<file path="src/design/text_console_cursor_writer_core_defines.svh">
// ----------------------------------------------------------------------------
// Console cursor writer: assertion macros
// Shared concurrent assertion forms, clocked on clk_i and held off in reset.
// ----------------------------------------------------------------------------
`ifndef TEXT_CONSOLE_CURSOR_WRITER_CORE_DEFINES_SVH
`define TEXT_CONSOLE_CURSOR_WRITER_CORE_DEFINES_SVH

// Check an implication or sequence property on every rising clock edge.
`define CCW_ASSERT(lbl, prop, msg) \
  lbl: assert property (@(posedge clk_i) disable iff (!rst_ni) prop) else $error(msg);

// Check that a condition never holds on a rising clock edge.
`define CCW_ASSERT_NEVER(lbl, cond, msg) \
  lbl: assert property (@(posedge clk_i) disable iff (!rst_ni) !(cond)) else $error(msg);

`endif

</file>
<file path="src/design/ccw_pkg.sv">
// ----------------------------------------------------------------------------
// Console cursor writer package
// Grid geometry, field widths, codes and shared types.
// ----------------------------------------------------------------------------
package ccw_pkg;

  // Grid geometry
  localparam int COLUMNS     = 160;
  localparam int ROWS        = 80;
  localparam int CELL_WIDTH  = 8;
  localparam int CELL_HEIGHT = 12;

  localparam int COL_W = (COLUMNS > 1) ? $clog2(COLUMNS) : 1;
  localparam int ROW_W = (ROWS > 1) ? $clog2(ROWS) : 1;

  // Field widths
  localparam int CMD_W     = 3;
  localparam int CHAR_W    = 8;
  localparam int VALUE_W   = 31;
  localparam int OP_W      = 2;
  localparam int PIXEL_X_W = 11;
  localparam int PIXEL_Y_W = 10;
  localparam int GLYPH_W   = 8;
  localparam int COLOR_W   = 24;

  // Digit buffer: ten digits cover any 31-bit value in decimal
  localparam int DIGITS      = 10;
  localparam int DIGIT_W     = 4;
  localparam int DIGIT_BITS  = DIGITS * DIGIT_W;
  localparam int DIG_CNT_W   = $clog2(DIGITS + 1);
  localparam int CONV_CNT_W  = $clog2(VALUE_W);

  localparam logic [CHAR_W-1:0]  NEWLINE_CHAR = 8'h0A;
  localparam logic [GLYPH_W-1:0] ASCII_ZERO   = 8'h30;
  localparam logic [GLYPH_W-1:0] ASCII_UPPER_A = 8'h41;
  localparam logic [COLOR_W-1:0] COLOR_RESET  = 24'hFFFFFF;
  localparam logic [COLOR_W-1:0] COLOR_BLACK  = 24'h000000;

  typedef enum logic [CMD_W-1:0] {
    CMD_CHAR      = 3'd0,
    CMD_BACKSPACE = 3'd1,
    CMD_CLEAR     = 3'd2,
    CMD_DEC       = 3'd3,
    CMD_HEX       = 3'd4
  } cmd_e;

  typedef enum logic [OP_W-1:0] {
    OP_DRAW  = 2'd0,
    OP_ERASE = 2'd1,
    OP_CLEAR = 2'd2
  } op_e;

  // Cursor moves requested by the sequencer
  typedef struct packed {
    logic newline;
    logic backspace;
    logic advance;
    logic home;
  } curs_cmd_t;

  // Digit unit control and status
  typedef struct packed {
    logic                     start;
    logic                     hex;
    logic                     next;
  } dig_ctrl_t;

  typedef struct packed {
    logic                     ready;
    logic                     last;
    logic [DIGIT_W-1:0]       digit;
  } dig_sts_t;

  // ASCII for one digit, uppercase beyond nine
  function automatic logic [GLYPH_W-1:0] digit_glyph(input logic [DIGIT_W-1:0] d);
    logic [GLYPH_W-1:0] g;
    if (d < 4'd10) begin
      g = ASCII_ZERO + GLYPH_W'(d);
    end else begin
      g = ASCII_UPPER_A + GLYPH_W'(d - 4'd10);
    end
    return g;
  endfunction

endpackage

</file>
<file path="src/design/text_console_cursor_writer_core.sv">
// ----------------------------------------------------------------------------
// Text console cursor writer core
// Turns console commands into framebuffer draw, erase and clear beats.
// ----------------------------------------------------------------------------
//
//   Channel   Direction  Handshake                   Payload
//   s_axis    in         s_axis_tvalid/s_axis_tready cmd, char_code, value
//   m_axis    out        m_axis_tvalid/m_axis_tready op, pixel_x, pixel_y, glyph,
//                                                    color; last on tlast
//   cfg       in         cfg_we_i (no wait)          draw_color
//
// A command beat is taken only while idle. Newline and unused codes need no further state;
// a character, erase or clear passes through a state of its own that loads the output register.
// Decimal values go through bit-serial BCD conversion, a phase that drops leading zeros
// and a phase that shifts out one digit per output beat. Hex skips the conversion.
// Reset clears cursor and sequencer and sets the colour to white, with no clearing
// pass; a stalled m_axis holds the sequencer and input while a beat waits.
//
`include "text_console_cursor_writer_core_defines.svh"

module text_console_cursor_writer_core (
  input  logic        clk_i,
  input  logic        rst_ni,
  // cfg: draw colour, red in the top byte
  input  logic        cfg_we_i,
  input  logic [23:0] cfg_wdata_i,
  // s_axis tdata: cmd [2:0], char_code [10:3], value [41:11], zero pad
  input  logic        s_axis_tvalid,
  output logic        s_axis_tready,
  input  logic [47:0] s_axis_tdata,
  // m_axis tdata: op [1:0], pixel_x [12:2], pixel_y [22:13], glyph [30:23],
  //               color [54:31], zero pad
  output logic        m_axis_tvalid,
  input  logic        m_axis_tready,
  output logic [55:0] m_axis_tdata,
  output logic        m_axis_tlast
);
  import ccw_pkg::*;

  typedef enum logic [2:0] {
    S_IDLE,
    S_GLYPH,
    S_ERASE,
    S_CLEAR,
    S_DIGITS
  } state_e;

  state_e state_q, state_d;

  // Unpack the incoming beat
  logic [CMD_W-1:0]   in_cmd;
  logic [CHAR_W-1:0]  in_char;
  logic [VALUE_W-1:0] in_value;
  logic               in_accept;

  assign in_cmd   = s_axis_tdata[CMD_W-1:0];
  assign in_char  = s_axis_tdata[CMD_W +: CHAR_W];
  assign in_value = s_axis_tdata[CMD_W + CHAR_W +: VALUE_W];

  // Take a command only between commands
  assign s_axis_tready = (state_q == S_IDLE);
  assign in_accept     = s_axis_tvalid && s_axis_tready;

  logic [COLOR_W-1:0] color_reg_q;
  logic [CHAR_W-1:0]  char_q;
  logic               hex_q;

  // Output register
  logic                 out_valid_q, out_valid_d;
  logic [OP_W-1:0]      op_q, op_d;
  logic [PIXEL_X_W-1:0] px_q, px_d;
  logic [PIXEL_Y_W-1:0] py_q, py_d;
  logic [GLYPH_W-1:0]   glyph_q, glyph_d;
  logic [COLOR_W-1:0]   color_q, color_d;
  logic                 last_q, last_d;
  logic                 slot_free;
  logic                 load;

  logic [PIXEL_X_W-1:0] cur_px;
  logic [PIXEL_Y_W-1:0] cur_py;
  curs_cmd_t            curs_cmd;
  dig_ctrl_t            dig_ctrl;
  dig_sts_t             dig_sts;

  // The output register takes a new beat when empty or being drained
  assign slot_free = !out_valid_q || m_axis_tready;

  always_comb begin
    state_d = state_q;
    load    = 1'b0;
    op_d    = OP_DRAW;
    px_d    = cur_px;
    py_d    = cur_py;
    glyph_d = char_q;
    color_d = color_reg_q;
    last_d  = 1'b1;
    case (state_q)
      S_IDLE: begin
        if (in_accept) begin
          case (in_cmd)
            CMD_CHAR:      state_d = (in_char == NEWLINE_CHAR) ? S_IDLE : S_GLYPH;
            CMD_BACKSPACE: state_d = S_ERASE;
            CMD_CLEAR:     state_d = S_CLEAR;
            CMD_DEC:       state_d = S_DIGITS;
            CMD_HEX:       state_d = S_DIGITS;
            default:       state_d = S_IDLE;
          endcase
        end
      end
      S_GLYPH: begin
        if (slot_free) begin
          load    = 1'b1;
          state_d = S_IDLE;
        end
      end
      S_ERASE: begin
        // Cursor has already stepped back; erase the cell now under it
        op_d    = OP_ERASE;
        glyph_d = '0;
        color_d = COLOR_BLACK;
        if (slot_free) begin
          load    = 1'b1;
          state_d = S_IDLE;
        end
      end
      S_CLEAR: begin
        op_d    = OP_CLEAR;
        px_d    = '0;
        py_d    = '0;
        glyph_d = '0;
        color_d = COLOR_BLACK;
        if (slot_free) begin
          load    = 1'b1;
          state_d = S_IDLE;
        end
      end
      S_DIGITS: begin
        glyph_d = digit_glyph(dig_sts.digit);
        last_d  = dig_sts.last;
        if (dig_sts.ready && slot_free) begin
          load = 1'b1;
          if (dig_sts.last) begin
            state_d = S_IDLE;
          end
        end
      end
      default: state_d = S_IDLE;
    endcase
  end

  always_comb begin
    if (load) begin
      out_valid_d = 1'b1;
    end else if (m_axis_tready) begin
      out_valid_d = 1'b0;
    end else begin
      out_valid_d = out_valid_q;
    end
  end

  // Cursor moves: newline and backspace on the command beat, advance per glyph
  always_comb begin
    curs_cmd.newline   = in_accept && (in_cmd == CMD_CHAR) && (in_char == NEWLINE_CHAR);
    curs_cmd.backspace = in_accept && (in_cmd == CMD_BACKSPACE);
    curs_cmd.advance   = load && ((state_q == S_GLYPH) || (state_q == S_DIGITS));
    curs_cmd.home      = load && (state_q == S_CLEAR);
  end

  always_comb begin
    dig_ctrl.start = in_accept && ((in_cmd == CMD_DEC) || (in_cmd == CMD_HEX));
    dig_ctrl.hex   = (in_cmd == CMD_HEX);
    dig_ctrl.next  = load && (state_q == S_DIGITS);
  end

  // Sequencer state, valid flag and colour register
  always_ff @(posedge clk_i or negedge rst_ni) begin
    if (!rst_ni) begin
      state_q     <= S_IDLE;
      out_valid_q <= 1'b0;
      color_reg_q <= COLOR_RESET;
    end else begin
      state_q     <= state_d;
      out_valid_q <= out_valid_d;
      if (cfg_we_i) begin
        color_reg_q <= cfg_wdata_i;
      end
    end
  end

  // Payload registers, no reset
  always_ff @(posedge clk_i) begin
    if (in_accept) begin
      char_q <= in_char;
      hex_q  <= (in_cmd == CMD_HEX);
    end
    if (load) begin
      op_q    <= op_d;
      px_q    <= px_d;
      py_q    <= py_d;
      glyph_q <= glyph_d;
      color_q <= color_d;
      last_q  <= last_d;
    end
  end

  ccw_cursor u_cursor (
    .clk_i     (clk_i),
    .rst_ni    (rst_ni),
    .cmd_i     (curs_cmd),
    .pixel_x_o (cur_px),
    .pixel_y_o (cur_py)
  );

  ccw_digits u_digits (
    .clk_i   (clk_i),
    .rst_ni  (rst_ni),
    .ctrl_i  (dig_ctrl),
    .value_i (in_value),
    .sts_o   (dig_sts)
  );

  assign m_axis_tvalid = out_valid_q;
  assign m_axis_tlast  = last_q;
  assign m_axis_tdata  = {1'b0, color_q, glyph_q, py_q, px_q, op_q};

  // Digit unit only offers digits while the sequencer is printing a value
  `CCW_ASSERT(a_digits_owned, dig_sts.ready |-> (state_q == S_DIGITS), "digit unit ready outside value print")
  // A clear command leaves the input side closed on the next cycle
  `CCW_ASSERT(a_clear_blocks, (in_accept && in_cmd == CMD_CLEAR) |=> !s_axis_tready, "clear command did not hold the input")
  // Decimal printing only ever produces the ten ASCII digits
  `CCW_ASSERT_NEVER(a_dec_digit, load && state_q == S_DIGITS && !hex_q && (glyph_d > 8'h39 || glyph_d < ASCII_ZERO), "decimal digit out of range")

endmodule

</file>
<file path="src/design/ccw_cursor.sv">
// ----------------------------------------------------------------------------
// Console cursor
// Row and column registers with wrap, and the pixel origin of the cell.
// ----------------------------------------------------------------------------
module ccw_cursor (
  input  logic                            clk_i,
  input  logic                            rst_ni,
  input  ccw_pkg::curs_cmd_t              cmd_i,
  output logic [ccw_pkg::PIXEL_X_W-1:0]   pixel_x_o,
  output logic [ccw_pkg::PIXEL_Y_W-1:0]   pixel_y_o
);
  import ccw_pkg::*;

  localparam logic [COL_W-1:0] COL_MAX = COL_W'(COLUMNS - 1);
  localparam logic [ROW_W-1:0] ROW_MAX = ROW_W'(ROWS - 1);

  logic [COL_W-1:0] col_q, col_d;
  logic [ROW_W-1:0] row_q, row_d;
  logic [ROW_W-1:0] row_inc;

  assign row_inc = (row_q == ROW_MAX) ? '0 : row_q + 1'b1;

  always_comb begin
    col_d = col_q;
    row_d = row_q;
    if (cmd_i.home) begin
      col_d = '0;
      row_d = '0;
    end else if (cmd_i.newline) begin
      col_d = '0;
      row_d = row_inc;
    end else if (cmd_i.advance) begin
      if (col_q >= COL_MAX) begin
        col_d = '0;
        row_d = row_inc;
      end else begin
        col_d = col_q + 1'b1;
      end
    end else if (cmd_i.backspace) begin
      if (col_q == '0) begin
        col_d = COL_MAX;
        row_d = (row_q == '0) ? ROW_MAX : row_q - 1'b1;
      end else begin
        col_d = col_q - 1'b1;
      end
    end
  end

  always_ff @(posedge clk_i or negedge rst_ni) begin
    if (!rst_ni) begin
      col_q <= '0;
      row_q <= '0;
    end else begin
      col_q <= col_d;
      row_q <= row_d;
    end
  end

  // Constant scaling, truncated to the coordinate widths
  assign pixel_x_o = PIXEL_X_W'(32'(col_q) * CELL_WIDTH);
  assign pixel_y_o = PIXEL_Y_W'(32'(row_q) * CELL_HEIGHT);

endmodule

</file>
<file path="src/design/ccw_digits.sv">
// ----------------------------------------------------------------------------
// Console digit unit
// Bit-serial binary to BCD conversion for decimal values, leading zero drop and digit shift-out.
// ----------------------------------------------------------------------------
module ccw_digits (
  input  logic                           clk_i,
  input  logic                           rst_ni,
  input  ccw_pkg::dig_ctrl_t             ctrl_i,
  input  logic [ccw_pkg::VALUE_W-1:0]    value_i,
  output ccw_pkg::dig_sts_t              sts_o
);
  import ccw_pkg::*;

  typedef enum logic [1:0] {
    D_IDLE,
    D_CONV,
    D_SKIP,
    D_OUT
  } phase_e;

  phase_e                phase_q;
  logic [VALUE_W-1:0]    bin_q;
  logic [DIGIT_BITS-1:0] digits_q;
  logic [DIGIT_BITS-1:0] adjusted;
  logic [CONV_CNT_W-1:0] conv_cnt_q;
  logic [DIG_CNT_W-1:0]  remain_q;
  logic [DIGIT_W-1:0]    top_digit;

  assign top_digit = digits_q[DIGIT_BITS-1 -: DIGIT_W];

  // Add three to every BCD digit of five or more before the shift
  always_comb begin
    for (int i = 0; i < DIGITS; i++) begin
      if (digits_q[i*DIGIT_W +: DIGIT_W] >= 4'd5) begin
        adjusted[i*DIGIT_W +: DIGIT_W] = digits_q[i*DIGIT_W +: DIGIT_W] + 4'd3;
      end else begin
        adjusted[i*DIGIT_W +: DIGIT_W] = digits_q[i*DIGIT_W +: DIGIT_W];
      end
    end
  end

  always_ff @(posedge clk_i or negedge rst_ni) begin
    if (!rst_ni) begin
      phase_q    <= D_IDLE;
      remain_q   <= '0;
      conv_cnt_q <= '0;
    end else begin
      case (phase_q)
        D_IDLE: begin
          if (ctrl_i.start) begin
            remain_q   <= DIG_CNT_W'(DIGITS);
            conv_cnt_q <= CONV_CNT_W'(VALUE_W - 1);
            phase_q    <= ctrl_i.hex ? D_SKIP : D_CONV;
          end
        end
        D_CONV: begin
          if (conv_cnt_q == '0) begin
            phase_q <= D_SKIP;
          end else begin
            conv_cnt_q <= conv_cnt_q - 1'b1;
          end
        end
        D_SKIP: begin
          if (top_digit == '0 && remain_q > DIG_CNT_W'(1)) begin
            remain_q <= remain_q - 1'b1;
          end else begin
            phase_q <= D_OUT;
          end
        end
        D_OUT: begin
          if (ctrl_i.next) begin
            if (remain_q == DIG_CNT_W'(1)) begin
              phase_q <= D_IDLE;
            end else begin
              remain_q <= remain_q - 1'b1;
            end
          end
        end
        default: phase_q <= D_IDLE;
      endcase
    end
  end

  // Digit and binary shift registers, no reset
  always_ff @(posedge clk_i) begin
    case (phase_q)
      D_IDLE: begin
        if (ctrl_i.start) begin
          bin_q    <= value_i;
          digits_q <= ctrl_i.hex ? DIGIT_BITS'(value_i) : '0;
        end
      end
      D_CONV: begin
        digits_q <= {adjusted[DIGIT_BITS-2:0], bin_q[VALUE_W-1]};
        bin_q    <= {bin_q[VALUE_W-2:0], 1'b0};
      end
      D_SKIP: begin
        if (top_digit == '0 && remain_q > DIG_CNT_W'(1)) begin
          digits_q <= {digits_q[DIGIT_BITS-DIGIT_W-1:0], {DIGIT_W{1'b0}}};
        end
      end
      D_OUT: begin
        if (ctrl_i.next) begin
          digits_q <= {digits_q[DIGIT_BITS-DIGIT_W-1:0], {DIGIT_W{1'b0}}};
        end
      end
      default: begin
        bin_q <= bin_q;
      end
    endcase
  end

  assign sts_o.ready = (phase_q == D_OUT);
  assign sts_o.last  = (remain_q == DIG_CNT_W'(1));
  assign sts_o.digit = top_digit;

endmodule

</file>
<file path="config.mk">
export PLATFORM = sky130hd
export DESIGN_NAME = text_console_cursor_writer_core
export DESIGN_NICKNAME = d
export VERILOG_FILES = /design/src/design/ccw_pkg.sv /design/src/design/text_console_cursor_writer_core.sv /design/src/design/ccw_cursor.sv /design/src/design/ccw_digits.sv
export VERILOG_INCLUDE_DIRS = /design/src /design/src/design
export SDC_FILE = /design/constraint.sdc
export NUM_CORES = 1
export LEC_CHECK = 0
export BUFFER_PORTS_ARGS = -buffer_cell sky130_fd_sc_hd__buf_2
export CELL_PAD_IN_SITES_DETAIL_PLACEMENT = 0
export CELL_PAD_IN_SITES_GLOBAL_PLACEMENT = 1
export CORE_MARGIN = 2
export CORE_UTILIZATION = 40
export DETAILED_ROUTE_END_ITERATION = 6
export HOLD_SLACK_MARGIN = 0.12
export PLACE_DENSITY = 0.7
export SYNTH_ARGS = -nofsm -noshare
export SYNTH_HDL_FRONTEND = slang
export SYNTH_SLANG_ARGS = --single-unit
</file>
<file path="constraint.sdc">
create_clock -name clk_i -period 5.3 [get_ports clk_i]
set_input_delay 1.59 -clock clk_i [delete_from_list [all_inputs] [get_ports clk_i]]
set_output_delay 1.59 -clock clk_i [all_outputs]
set_load 0.1 [all_outputs]
</file>
==> run_results.csv <==
group,metric,value,unit
status,outcome,"complete, no violations",
finish,diodes,0,
clocking,root_buffer,"clkbuf_16",
floorplanning,row_count,57,
grt,grt_pass1_vias,6651,
power,p_per_area,629.4,mW/mm2
logic_synthesis,synth_area,0.009863,mm2
logic_synthesis,yosysSeqAreaShare,53.58,%
grt,grt_pass1_wl,33.93,mm
logic_synthesis,synth_top_area_cell,"edfxtp_1",
finish,multi_input_area,0.004238,mm2
finish,final_nets,1122,
finish,areaGrowthSynthToFinish,16.19,%
power,p_int,0.003984,W
placement,routabilityCongestion,0.7995,
worst_setup_path,reg2reg_to,"u_digits.digits_q[9]",
clocking,cts_tree,"yes",
routing,ant_nets,0,
logic_synthesis,synth_edf_count,130,
clocking,h-tree-depth,4,
sta,worst_slack,1927,ps
logic_synthesis,synth_mux_area_share,6.685,%
power,peakVddDrop,0.0002986,V
clocking,clk_pin_slew_worst_paths,80,ps
routing,vias_per_cell,5.158,
clocking,clock_latency,440,ps
sta,fin_crit_sh,63.64,%
sta,tightest_slew,869.5,ps
worst_setup_path,crit_path_start_kind,"input pin",
power,swShare,44.76,%
logic_synthesis,ys_async_sr_fraction,29.35,%
floorplanning,top_level_ports,136,
logic_synthesis,synth_compound_area_share,13.97,%
power,power.leakage,4.478,nW
floorplanning,coreArea,0.02425,mm2
logic_synthesis,synthTopCellsByArea,"edfxtp_1 40%, dfrtp_1 7.6%, dfstp_2 6.4%",
placement,hpwlAfterDp,13.75,mm
floorplanning,initial_core_util,40.68,%
sta,rsz0062_at_grt,"no",
routing,drtIter0Drc,461,
routing,wl_per_cell,15.20,um
logic_synthesis,yosys.area_share.adder,6.292,%
finish,seqCellArea,0.005285,mm2
routing,drtPass1Iterations,5,
worst_setup_path,crit_path_end_kind,"flop",
worst_hold_path,hold_path_class,"reg -> reg",
power,p_switching,0.003228,W
logic_synthesis,synth_cells,882,
routing,via_count,6875,
sta,max_freq,0.2965,GHz
logic_synthesis,yosysUniqueCellTypes,70,
clocking,ctsResizeCount,0,
clocking,clock_path_buffers,2,
logic_synthesis,syn_area_per_cell,11.18,um2
sta,fin_hold_ws,542.1,ps
worst_hold_path,min_path_cells,2,
worst_hold_path,worstHoldEndpoint,"glyph_q[6]",
clocking,cts_setup_buffers,0,
sta,slew_headroom,41.64,%
clocking,cts_hold_buf,0,
power,combPwrFrac,44.2,%
sta,setup_violations,0,
placement,place_ws,1477,ps
logic_synthesis,synth_flop_cell,"edfxtp_1",
worst_setup_path,crit_fanout,13,
floorplanning,die-width,161.0,um
logic_synthesis,ys_warn_count,0,
sta,slew_violations,0,
finish,drive_above_1_share,25.77,%
worst_setup_path,ff2ff_path_depth,5,
finish,nFillCells,2241,
routing,drt_wl_total,20.26,mm
grt,grt_use_total,16.11,%
worst_hold_path,hp-start,"char_q[6]",
logic_synthesis,synth-xor-area-share,2.220,%
logic_synthesis,synth_top_area_share,39.58,%
sta,final_hold_viol_count,0,
clocking,cts_buffers,17,
sta,final.min_clock_period,3373,ps
placement,numPortBuffers,123,
worst_setup_path,ff2ff_setup_slack,2680,ps
worst_setup_path,crit_required,5620,ps
grt,antenna_found_initial,0,
worst_setup_path,critPathKind,"in -> reg",
logic_synthesis,ys_seq_elements,184,
sta,worst_clock_skew,12.77,ps
logic_synthesis,synthSimpleGateAreaFrac,13.32,%
floorplanning,die_y,161.0,um
routing,drc_errors,0,
worst_setup_path,critPathArrivalTime,3690,ps
grt,grt_max_degree,51,
finish,final_common_cell,"edfxtp_1",
worst_setup_path,reg2reg_from,"state_q[0]",
floorplanning,die-area,0.02593,mm2
power,clkPwrFrac,18.9,%
finish,layout_common_cells,"130 x edfxtp_1, 123 x buf_2, 80 x o21ai_0, 58 x a21oi_1, 55 x mux2_2",
clocking,cts_sinks,184,
power,seqPwrFrac,36.9,%
grt,grt_overflow,0,
run,maxCapViolations,0,
logic_synthesis,synth_top_family_by_area,"compound AO/OA/AOI/OAI gates",
[registers in the layout, summed over array words and instances (netlist names)]
register	cells
m_axis_tlast	1
u_digits.bin_q	31
u_digits.remain_q	4
u_digits.digits_q	40
m_axis_tvalid	1
px_q	8
state_q	3
u_digits.conv_cnt_q	5
color_q	24
op_q	2
u_cursor.col_q	8
u_cursor.row_q	7
color_reg_q	24
char_q	8
glyph_q	8
u_digits.phase_q	2
py_q	8
[final cells by class]
type	instances	area share, %
clock buffers	17	3.712
multi-input cells	611	36.98
well taps	324	3.538
flip-flops and latches	184	46.12
inverters	47	1.539
repair buffers	135	6.158
clock inverters	15	1.954
[power by group through the flow]
stage,Sequential [W],Combinational [W],Clock (W)
2_1_floorplan,0.00324,0.00198,0
3_3_place_gp,0.00268,0.00319,0
3_5_place_dp,0.00269,0.00322,0
4_1_cts,0.00266,0.00323,0.00140
5_1_grt,0.00274,0.00356,0.00145
6_report,0.00266,0.00319,0.00136
[through the flow]
step           std cells  TNS (ps)  utilization [%]  instance area [um2]  total power (W)
6_report            1333         0            47.26                11460         0.007212
5_1_grt             1333         0            47.26                11460         0.007754
4_1_cts             1333         0            47.26                11460         0.007287
3_5_place_dp        1301         0            44.58                10810         0.005906
3_3_place_gp        1301         0            44.58                10810         0.005872
2_1_floorplan        887    -40820                -                 9887         0.005225
[metal layers]
metal	wire length (um)	vias to the layer above	track usage [%]
met5	0	-	0
met4	162	0	3.937
met3	906	9	3.107
met2	8987	150	24.91
met1	10200	3274	23.48
li1	-	3442	-
[cell usage after synthesis (29+ instances only)]
library cell / instances
inv_1: 47
mux2_2: 55
and2_1: 33
dfrtp_1: 30
a22oi_1: 29
nor2_1: 50
ha_1: 48
nand2_1: 52
edfxtp_1: 130
clkbuf_1: 34
o21ai_0: 81
a21oi_1: 58
[cell families (layout without fill, tap and decap cells)]
group	after synthesis	in the layout
xor gates and xnor gates	25	25
and+or+nand+nor	244	244
AOI/OAI and AO/OA	228	228
muxes	59	59
DFF	184	184
other	1	6
buffers and inverters	92	214
adders and majority gates	49	49
[worst max path at each step]
stage	depth (start not counted)	start	end	slack (ps)
final	7	m_axis_tready	u_cursor.row_q[5]	1930
after global routing	7	m_axis_tready	u_cursor.row_q[5]	1710
after CTS	7	m_axis_tready	u_cursor.row_q[5]	1940
after detailed placement	7	m_axis_tready	u_cursor.row_q[5]	1480
after global placement	7	m_axis_tready	u_cursor.row_q[5]	1480
after floorplan	5	s_axis_tvalid	u_digits.remain_q[2]	-1270
[critical path: stages]
cell and delay, ps:
buf_2 120, nor2b_1 430, a211oi_1 110, buf_4 200, a21o_1 150, o21ai_1 670, mux2_2 410
(Power assumes the default switching activity.)
